==> src/rtl/rmts_pkg.sv <==
// Shared types and constants for the rate monotonic tick scheduler.
// No dependencies.
package rmts_pkg;

    localparam int SLOT_W   = 3;
    localparam int FIELD_W  = 16;
    localparam int BUDGET_W = 24;
    localparam int SUM_W    = BUDGET_W + 1;
    localparam int ACTIVE_W = 4;

    localparam logic [ACTIVE_W-1:0] ACTIVE_RESET = 4'd8;

    localparam logic OP_LOAD = 1'b0;
    localparam logic OP_TICK = 1'b1;

    typedef struct packed {
        logic               operation;
        logic [SLOT_W-1:0]  slot;
        logic [FIELD_W-1:0] task_period;
        logic [FIELD_W-1:0] task_wcet;
    } item_t;

    typedef struct packed {
        logic [SLOT_W-1:0] served_task;
        logic              idle;
    } result_t;

endpackage

==> src/rtl/rmts_if.sv <==
// Channel interfaces: input item, result and configuration write.
// Depends on rmts_pkg.
interface rmts_item_if import rmts_pkg::*; ();
    logic  valid;
    logic  ready;
    item_t data;

    modport source (output valid, output data, input ready);
    modport sink   (input valid, input data, output ready);
endinterface

interface rmts_result_if import rmts_pkg::*; ();
    logic    valid;
    logic    ready;
    result_t data;

    modport source (output valid, output data, input ready);
    modport sink   (input valid, input data, output ready);
endinterface

interface rmts_cfg_if import rmts_pkg::*; ();
    logic                valid;
    logic                ready;
    logic [ACTIVE_W-1:0] data;

    modport source (output valid, output data, input ready);
    modport sink   (input valid, input data, output ready);
endinterface

==> src/rtl/rmts_pick.sv <==
// Priority pick: eligible slot with the shortest period, lower slot on ties.
// Parallel pairwise compares, no dependencies.
module rmts_pick #(
    parameter int N  = 8,
    parameter int PW = 16
) (
    input  logic [N-1:0]         eligible,
    input  logic [PW-1:0]        period [N],
    output logic                 found,
    output logic [N-1:0]         win,
    output logic [$clog2(N)-1:0] win_idx
);

    localparam int IW = $clog2(N);

    always_comb
    begin
        win     = '0;
        win_idx = '0;
        for (int k = 0; k < N; k++)
        begin
            win[k] = eligible[k];
            for (int j = 0; j < N; j++)
            begin
                if (j != k && eligible[j])
                begin
                    if (j < k)
                    begin
                        win[k] = win[k] && (period[k] < period[j]);
                    end
                    else
                    begin
                        win[k] = win[k] && (period[k] <= period[j]);
                    end
                end
            end
        end
        for (int k = 0; k < N; k++)
        begin
            if (win[k])
            begin
                win_idx = win_idx | IW'(k);
            end
        end
        found = |eligible;
    end

endmodule

==> src/rtl/rate_monotonic_tick_scheduler.sv <==
// Rate monotonic tick scheduler, top level.
// Path: an input transaction is taken into the input register, then one pass of
// pick and table update writes the result register; a tick holds in the input register while the result is stalled.
// Throughput: one item per cycle while no tick waits on a stalled result; loads give no result.
// Reset: budgets and periods clear, tick sequence restarts, active count 8.
// Depends on rmts_pkg, rmts_if, rmts_pick.
module rate_monotonic_tick_scheduler import rmts_pkg::*; #(
    parameter int MAX_TASKS   = 8,
    parameter int PERIOD_BITS = 16
) (
    input  logic          clk,
    input  logic          rst_n,
    rmts_item_if.sink     item,
    rmts_result_if.source result,
    rmts_cfg_if.sink      cfg
);

    localparam int IW = $clog2(MAX_TASKS);
    localparam int PW = PERIOD_BITS;

    logic [ACTIVE_W-1:0] active_tasks_reg;
    logic                in_valid_reg;
    item_t               in_reg;
    logic                out_valid_reg;
    result_t             out_reg;
    logic                first_tick_reg;

    logic [PW-1:0]       period_reg    [MAX_TASKS];
    logic [FIELD_W-1:0]  wcet_reg      [MAX_TASKS];
    logic [BUDGET_W-1:0] budget_reg    [MAX_TASKS];
    logic [PW-1:0]       countdown_reg [MAX_TASKS];

    logic [PW-1:0]       period_next    [MAX_TASKS];
    logic [FIELD_W-1:0]  wcet_next      [MAX_TASKS];
    logic [BUDGET_W-1:0] budget_next    [MAX_TASKS];
    logic [PW-1:0]       countdown_next [MAX_TASKS];
    logic [BUDGET_W-1:0] budget_dec     [MAX_TASKS];
    logic [SUM_W-1:0]    budget_sum     [MAX_TASKS];
    logic                first_tick_next;

    logic                 exec_fire;
    logic                 is_tick;
    logic                 load_ok;
    logic [MAX_TASKS-1:0] active;
    logic [MAX_TASKS-1:0] eligible;
    logic [MAX_TASKS-1:0] load_hit;
    logic                 found;
    logic [MAX_TASKS-1:0] win;
    logic [IW-1:0]        win_idx;

    assign is_tick   = (in_reg.operation == OP_TICK);
    assign exec_fire = in_valid_reg && (!is_tick || !out_valid_reg || result.ready);
    assign load_ok   = !is_tick && (int'(in_reg.slot) < MAX_TASKS);

    assign item.ready   = !in_valid_reg || exec_fire;
    assign cfg.ready    = 1'b1;
    assign result.valid = out_valid_reg;
    assign result.data  = out_reg;

    always_comb
    begin
        for (int k = 0; k < MAX_TASKS; k++)
        begin
            active[k]   = k < int'(active_tasks_reg);
            eligible[k] = active[k] && (budget_reg[k] != '0);
            load_hit[k] = load_ok && (int'(in_reg.slot) == k);
        end
    end

    rmts_pick #(
        .N  (MAX_TASKS),
        .PW (PW)
    ) u_pick (
        .eligible (eligible),
        .period   (period_reg),
        .found    (found),
        .win      (win),
        .win_idx  (win_idx)
    );

    always_comb
    begin
        first_tick_next = first_tick_reg;
        for (int k = 0; k < MAX_TASKS; k++)
        begin
            period_next[k]    = period_reg[k];
            wcet_next[k]      = wcet_reg[k];
            budget_next[k]    = budget_reg[k];
            countdown_next[k] = countdown_reg[k];
            budget_dec[k]     = budget_reg[k] - BUDGET_W'(win[k]);
            budget_sum[k]     = {1'b0, budget_dec[k]} + SUM_W'(wcet_reg[k]);
        end
        if (is_tick)
        begin
            first_tick_next = 1'b0;
            for (int k = 0; k < MAX_TASKS; k++)
            begin
                budget_next[k] = budget_dec[k];
                if (period_reg[k] != '0)
                begin
                    if (countdown_reg[k] <= PW'(1))
                    begin
                        countdown_next[k] = period_reg[k];
                        if (!first_tick_reg && active[k])
                        begin
                            budget_next[k] = budget_sum[k][BUDGET_W]
                                           ? '1 : budget_sum[k][BUDGET_W-1:0];
                        end
                    end
                    else
                    begin
                        countdown_next[k] = countdown_reg[k] - PW'(1);
                    end
                end
            end
        end
        else if (load_ok)
        begin
            first_tick_next = 1'b1;
            for (int k = 0; k < MAX_TASKS; k++)
            begin
                if (load_hit[k])
                begin
                    period_next[k] = PW'(in_reg.task_period);
                    wcet_next[k]   = in_reg.task_wcet;
                    budget_next[k] = BUDGET_W'(in_reg.task_wcet);
                end
                countdown_next[k] = period_next[k];
            end
        end
    end

    always_ff @(posedge clk or negedge rst_n)
    begin
        if (!rst_n)
        begin
            active_tasks_reg <= ACTIVE_RESET;
            in_valid_reg     <= 1'b0;
            out_valid_reg    <= 1'b0;
            first_tick_reg   <= 1'b1;
            for (int k = 0; k < MAX_TASKS; k++)
            begin
                budget_reg[k] <= '0;
                period_reg[k] <= '0;
            end
        end
        else
        begin
            if (cfg.valid)
            begin
                active_tasks_reg <= cfg.data;
            end
            if (item.ready)
            begin
                in_valid_reg <= item.valid;
            end
            if (exec_fire && is_tick)
            begin
                out_valid_reg <= 1'b1;
            end
            else if (result.ready)
            begin
                out_valid_reg <= 1'b0;
            end
            if (exec_fire)
            begin
                first_tick_reg <= first_tick_next;
                for (int k = 0; k < MAX_TASKS; k++)
                begin
                    budget_reg[k] <= budget_next[k];
                    period_reg[k] <= period_next[k];
                end
            end
        end
    end

    always_ff @(posedge clk)
    begin
        if (item.valid && item.ready)
        begin
            in_reg <= item.data;
        end
        if (exec_fire && is_tick)
        begin
            out_reg.served_task <= found ? SLOT_W'(win_idx) : '0;
            out_reg.idle        <= !found;
        end
        if (exec_fire)
        begin
            for (int k = 0; k < MAX_TASKS; k++)
            begin
                wcet_reg[k]      <= wcet_next[k];
                countdown_reg[k] <= countdown_next[k];
            end
        end
    end

endmodule

==> src/flat_wrapper.sv <==
// flat-port wrapper written by rule: the top's interface ports become plain ports
module rate_monotonic_tick_scheduler_flat import rmts_pkg::*;
#(
    parameter int MAX_TASKS   = 8,
    parameter int PERIOD_BITS = 16
)
  (clk, rst_n, item_valid, item_data, item_ready, result_valid, result_data, result_ready, cfg_valid, cfg_data, cfg_ready);
  rmts_item_if item_i ();
  rmts_result_if result_i ();
  rmts_cfg_if cfg_i ();
  input  logic clk;
  input  logic rst_n;
  input wire logic [$bits(item_i.valid)-1:0] item_valid;
  input wire logic [$bits(item_i.data)-1:0] item_data;
  output wire logic [$bits(item_i.ready)-1:0] item_ready;
  output wire logic [$bits(result_i.valid)-1:0] result_valid;
  output wire logic [$bits(result_i.data)-1:0] result_data;
  input wire logic [$bits(result_i.ready)-1:0] result_ready;
  input wire logic [$bits(cfg_i.valid)-1:0] cfg_valid;
  input wire logic [$bits(cfg_i.data)-1:0] cfg_data;
  output wire logic [$bits(cfg_i.ready)-1:0] cfg_ready;
  assign item_i.valid = item_valid;
  assign item_i.data = item_data;
  assign item_ready = item_i.ready;
  assign result_valid = result_i.valid;
  assign result_data = result_i.data;
  assign result_i.ready = result_ready;
  assign cfg_i.valid = cfg_valid;
  assign cfg_i.data = cfg_data;
  assign cfg_ready = cfg_i.ready;
  rate_monotonic_tick_scheduler #(.MAX_TASKS(MAX_TASKS), .PERIOD_BITS(PERIOD_BITS)) u_core (.clk(clk), .rst_n(rst_n), .item(item_i), .result(result_i), .cfg(cfg_i));
endmodule
==> config.mk <==
export PLATFORM = sky130hd
export DESIGN_NAME = rate_monotonic_tick_scheduler_flat
export DESIGN_NICKNAME = d
export VERILOG_FILES = /design/src/rtl/rmts_pkg.sv /design/src/rtl/rmts_if.sv /design/src/rtl/rmts_pick.sv /design/src/rtl/rate_monotonic_tick_scheduler.sv /design/src/flat_wrapper.sv
export SDC_FILE = /design/constraint.sdc
export NUM_CORES = 2
export LEC_CHECK = 0
export BUFFER_PORTS_ARGS = -buffer_cell sky130_fd_sc_hd__buf_2
export CORE_MARGIN = 1
export CORE_UTILIZATION = 58
export DETAILED_ROUTE_END_ITERATION = 6
export PLACE_DENSITY = 0.76
export SYNTH_ARGS = -nofsm -noshare
export SYNTH_HDL_FRONTEND = slang
export SYNTH_SLANG_ARGS = --single-unit
==> constraint.sdc <==
create_clock -name clk -period 17.3 [get_ports clk]
set_input_delay 3.46 -clock clk [delete_from_list [all_inputs] [get_ports clk]]
set_output_delay 3.46 -clock clk [all_outputs]
set_load 0.1 [all_outputs]
==> metrics.log <==
INFO  metric run_status = complete, but fails checks
INFO  metric failed_checks = design-rule violations
INFO  metric final-setup-viol-count = 0
INFO  metric dr_total_vias = 50130
INFO  metric synthesis.area_per_instance = 8.767 um^2
INFO  metric buffer_count_from_post_cts_setup_fixing = 0
INFO  metric max-cap-violations = 0
INFO  metric placeableCoreArea = 88510 um^2
INFO  metric synth_nets = 6579
INFO  metric placed_cells_incl_taps = 7001
INFO  metric cts_root_buffer = clkbuf_16
INFO  metric fin_cells = 7142
INFO  metric holdBufCountCts = 0
INFO  metric worst_ep_arrival_time = 8900 ps
INFO  metric drt_wl_total = 193000 um
INFO  metric synthFlopType = dfrtp_1
INFO  metric max-vdd-ir-drop = 102.9 uV
INFO  metric final_cell_area = 56040 um^2
INFO  metric detailedRoute.firstPassIterationCount = 7
INFO  metric grt_use_total = 0.4171
INFO  metric worst_hold_path_type = reg -> reg
INFO  metric grt_max_degree = 154
INFO  metric gp_routability_congestion = 1.065
INFO  metric start_util = 0.5862
INFO  metric fp.dieH = 301.1 um
INFO  metric fmaxAchievable = 119.5 MHz
INFO  metric netlist_instances = 5918
INFO  metric wl_per_cell = 27.02 um
INFO  metric synthDominantCellAreaShare = 0.1713
INFO  metric fin_worst_skew = 34.84 ps
INFO  metric finalHoldViolations = 0
INFO  metric synth_seq_cells = 623
INFO  metric cts_sink_count = 623
INFO  metric detail_route.drc_violations = 43
INFO  metric placement.io_buffers = 50
INFO  metric final-max-slew-violation-count = 0
INFO  metric largest_reg_flops = 192
INFO  metric grt_pass1_vias = 46980
INFO  metric rsz_0062_raised_after_global_routing = no
INFO  metric synth_edf_count = 296
INFO  metric netlist-cell-type-count = 98
INFO  metric worst_setup_path_startpoint = u_core.budget_reg[57]
INFO  metric grt_antenna_before_repair = 9
INFO  metric timing.final.crit_share = 0.4838
INFO  metric yosysWarnings = 0
INFO  metric grt_overflow = 0
INFO  metric via_per_inst = 7.019
INFO  metric cp-start-kind = flip-flop
INFO  metric layout-drive-gt1-share = 0.06462
INFO  metric ys_top_cells_by_count = ha_1, nand2_1, nor2_1
INFO  metric design.final.nets = 6573
INFO  metric worst_ep_required_time = 17830 ps
INFO  metric power_per_cell_area = 122.5 nW/um^2
INFO  metric die_width = 301.1 um
INFO  metric finalSetupTns = 0 ps
INFO  metric worstSetupPathType = reg -> reg
INFO  metric clock_tree_from_tritoncts = yes
INFO  metric mappedNetlistArea = 51890 um^2
INFO  metric numCtsBuffers = 74
INFO  metric post_cts_resize_count = 0
INFO  metric power_leakage = 24.09 nW
INFO  metric placed_area = 53620 um^2
INFO  metric cts.htree.levels = 3
INFO  metric grt_pass1_wl = 286200 um
INFO  metric final.min_clock_period = 8370 ps
INFO  metric clock_input_transition_at_the_sequential_cells_of_the_worst_setup_and_hold_paths = 60 ps
INFO  metric slew-limit-headroom = 0.09180
INFO  metric detailedPlacementHpwl = 131400 um
INFO  metric beginning_of_the_worst_register_to_register_path = u_core.budget_reg[57]
INFO  metric yosysTopAreaCell = edfxtp_1
INFO  metric detail_route.iter0.violations = 6795
INFO  metric syn_to_final_growth = 8.013%
INFO  metric synth-async-reset-ratio = 0.5249
INFO  metric crit_path_max_fanout = 12
INFO  metric design.portCount = 52
INFO  metric yosysMostFrequentCell = ha_1
INFO  metric detail-route-antenna-nets = 0
INFO  metric clock_path_buffers = 3
INFO  metric floorplan.die_area = 90660 um^2
INFO  metric timing_worst_slew_pin_value = 1362 ps
INFO  metric fraction_of_the_yosys_area_taken_by_sequential_cells = 0.3291
INFO  metric fin_worst_hold_slack = 535.3 ps
INFO  metric rows = 109
INFO  metric endpoint_kind = flip-flop
INFO  metric worst_skew_pair.late_latency = 670 ps
INFO  metric largest_cells_by_area_after_synthesis = edfxtp_1, dfrtp_1, ha_1, nand2_1, o21ai_0
INFO  metric min_from = u_core.budget_reg[79]
stage by stage:
step	setup slack [ps]	util	total power [mW]
floorplan	9544	-	4.186
CTS	9168	0.6331	6.738
finish	8930	0.6332	6.867
detailed placement	9229	0.6058	5.143
global route	8503	0.6331	7.219
global placement	9361	0.6058	5.050
worst max-delay path, stage by stage, from the launching register on:
cell	delay, ps
dfrtp_1	440
or4_1	630
nand4b_1	430
nor3_1	330
a31o_2	510
a21oi_1	80
a221oi_1	300
o311ai_0	210
nor4_1	970
ha_1	360
ha_1	200
nor3b_1	520
nand3_1	520
nor3_1	480
xor2_1	120
ha_1	380
nand4_1	110
a211o_1	280
a2111oi_0	720
a2111oi_0	230
a31oi_1	220
or3_1	130
nand3_1	70
area by class of cell:
cell class,instances,area (um^2)
diodes,4,10.01
clock buffers,105,2150
clock inverters,32,261.5
fillers,7432,32470
inverters,363,1365
multi-input cells,4689,32620
flip-flops and latches,623,17070
well taps,1165,1458
repair buffers,161,1106
cells by family after synthesis:
kind of cell | synth area share
other | 0.00007227
muxes | 0.008223
buffers and inverters | 0.04420
AOI/OAI and AO/OA | 0.2244
xor gates and xnor gates | 0.05722
DFF | 0.3291
adders and majority gates | 0.1497
and+or+nand+nor | 0.1871
path summary, 6_finish.rpt:
path                                          end  slack [ps]  cells after the start
setup / recovery            u_core.budget_reg[94]        8930                     22
hold / removal              u_core.budget_reg[79]         540                      2
setup reg to reg            u_core.budget_reg[94]        8930                     22
hold reg to reg             u_core.budget_reg[79]         540                      2
max in group asynchronous  u_core.budget_reg[147]       12740                      2
min in group asynchronous   u_core.period_reg[41]        2880                      1
power by group:
part	leakage [nW]	internal (mW)	switching [mW]	total, mW
logic	16.0	1.21	1.80	3.01
registers	6.96	1.80	0.462	2.26
clock network	1.18	0.900	0.693	1.59
total	24.1	3.91	2.96	6.87
layer usage:
metal,global-route usage,vias up,share of wire
met2,0.6261,3240,0.42
met5,0,-,0.00021
met3,0.1088,899,0.13
met4,0.2918,8,0.082
met1,0.5235,23640,0.37
li1,-,22340,-
placed cells by master, fill, tap and decap left out, types with 23 or more instances in the layout:
cell,n
o21ai_0,427
nor3_1,174
o21bai_1,30
a222oi_1,104
a21o_1,147
a21oi_1,332
nor4_1,112
a31oi_1,46
a22oi_1,26
edfxtp_1,296
clkbuf_16,75
inv_1,361
dfrtp_1,325
or3_1,72
or2_2,23
nor2_1,442
xor2_1,175
o21a_1,76
nand2b_1,51
and3_1,44
nand4_1,105
or4_1,39
nand2_1,589
o31ai_1,32
o221ai_1,91
buf_2,49
and4_1,24
o211ai_1,111
nor2b_1,59
xnor2_1,164
buf_4,110
ha_1,608
nand3_1,107
a211oi_1,55
(Power assumes the default switching activity.)
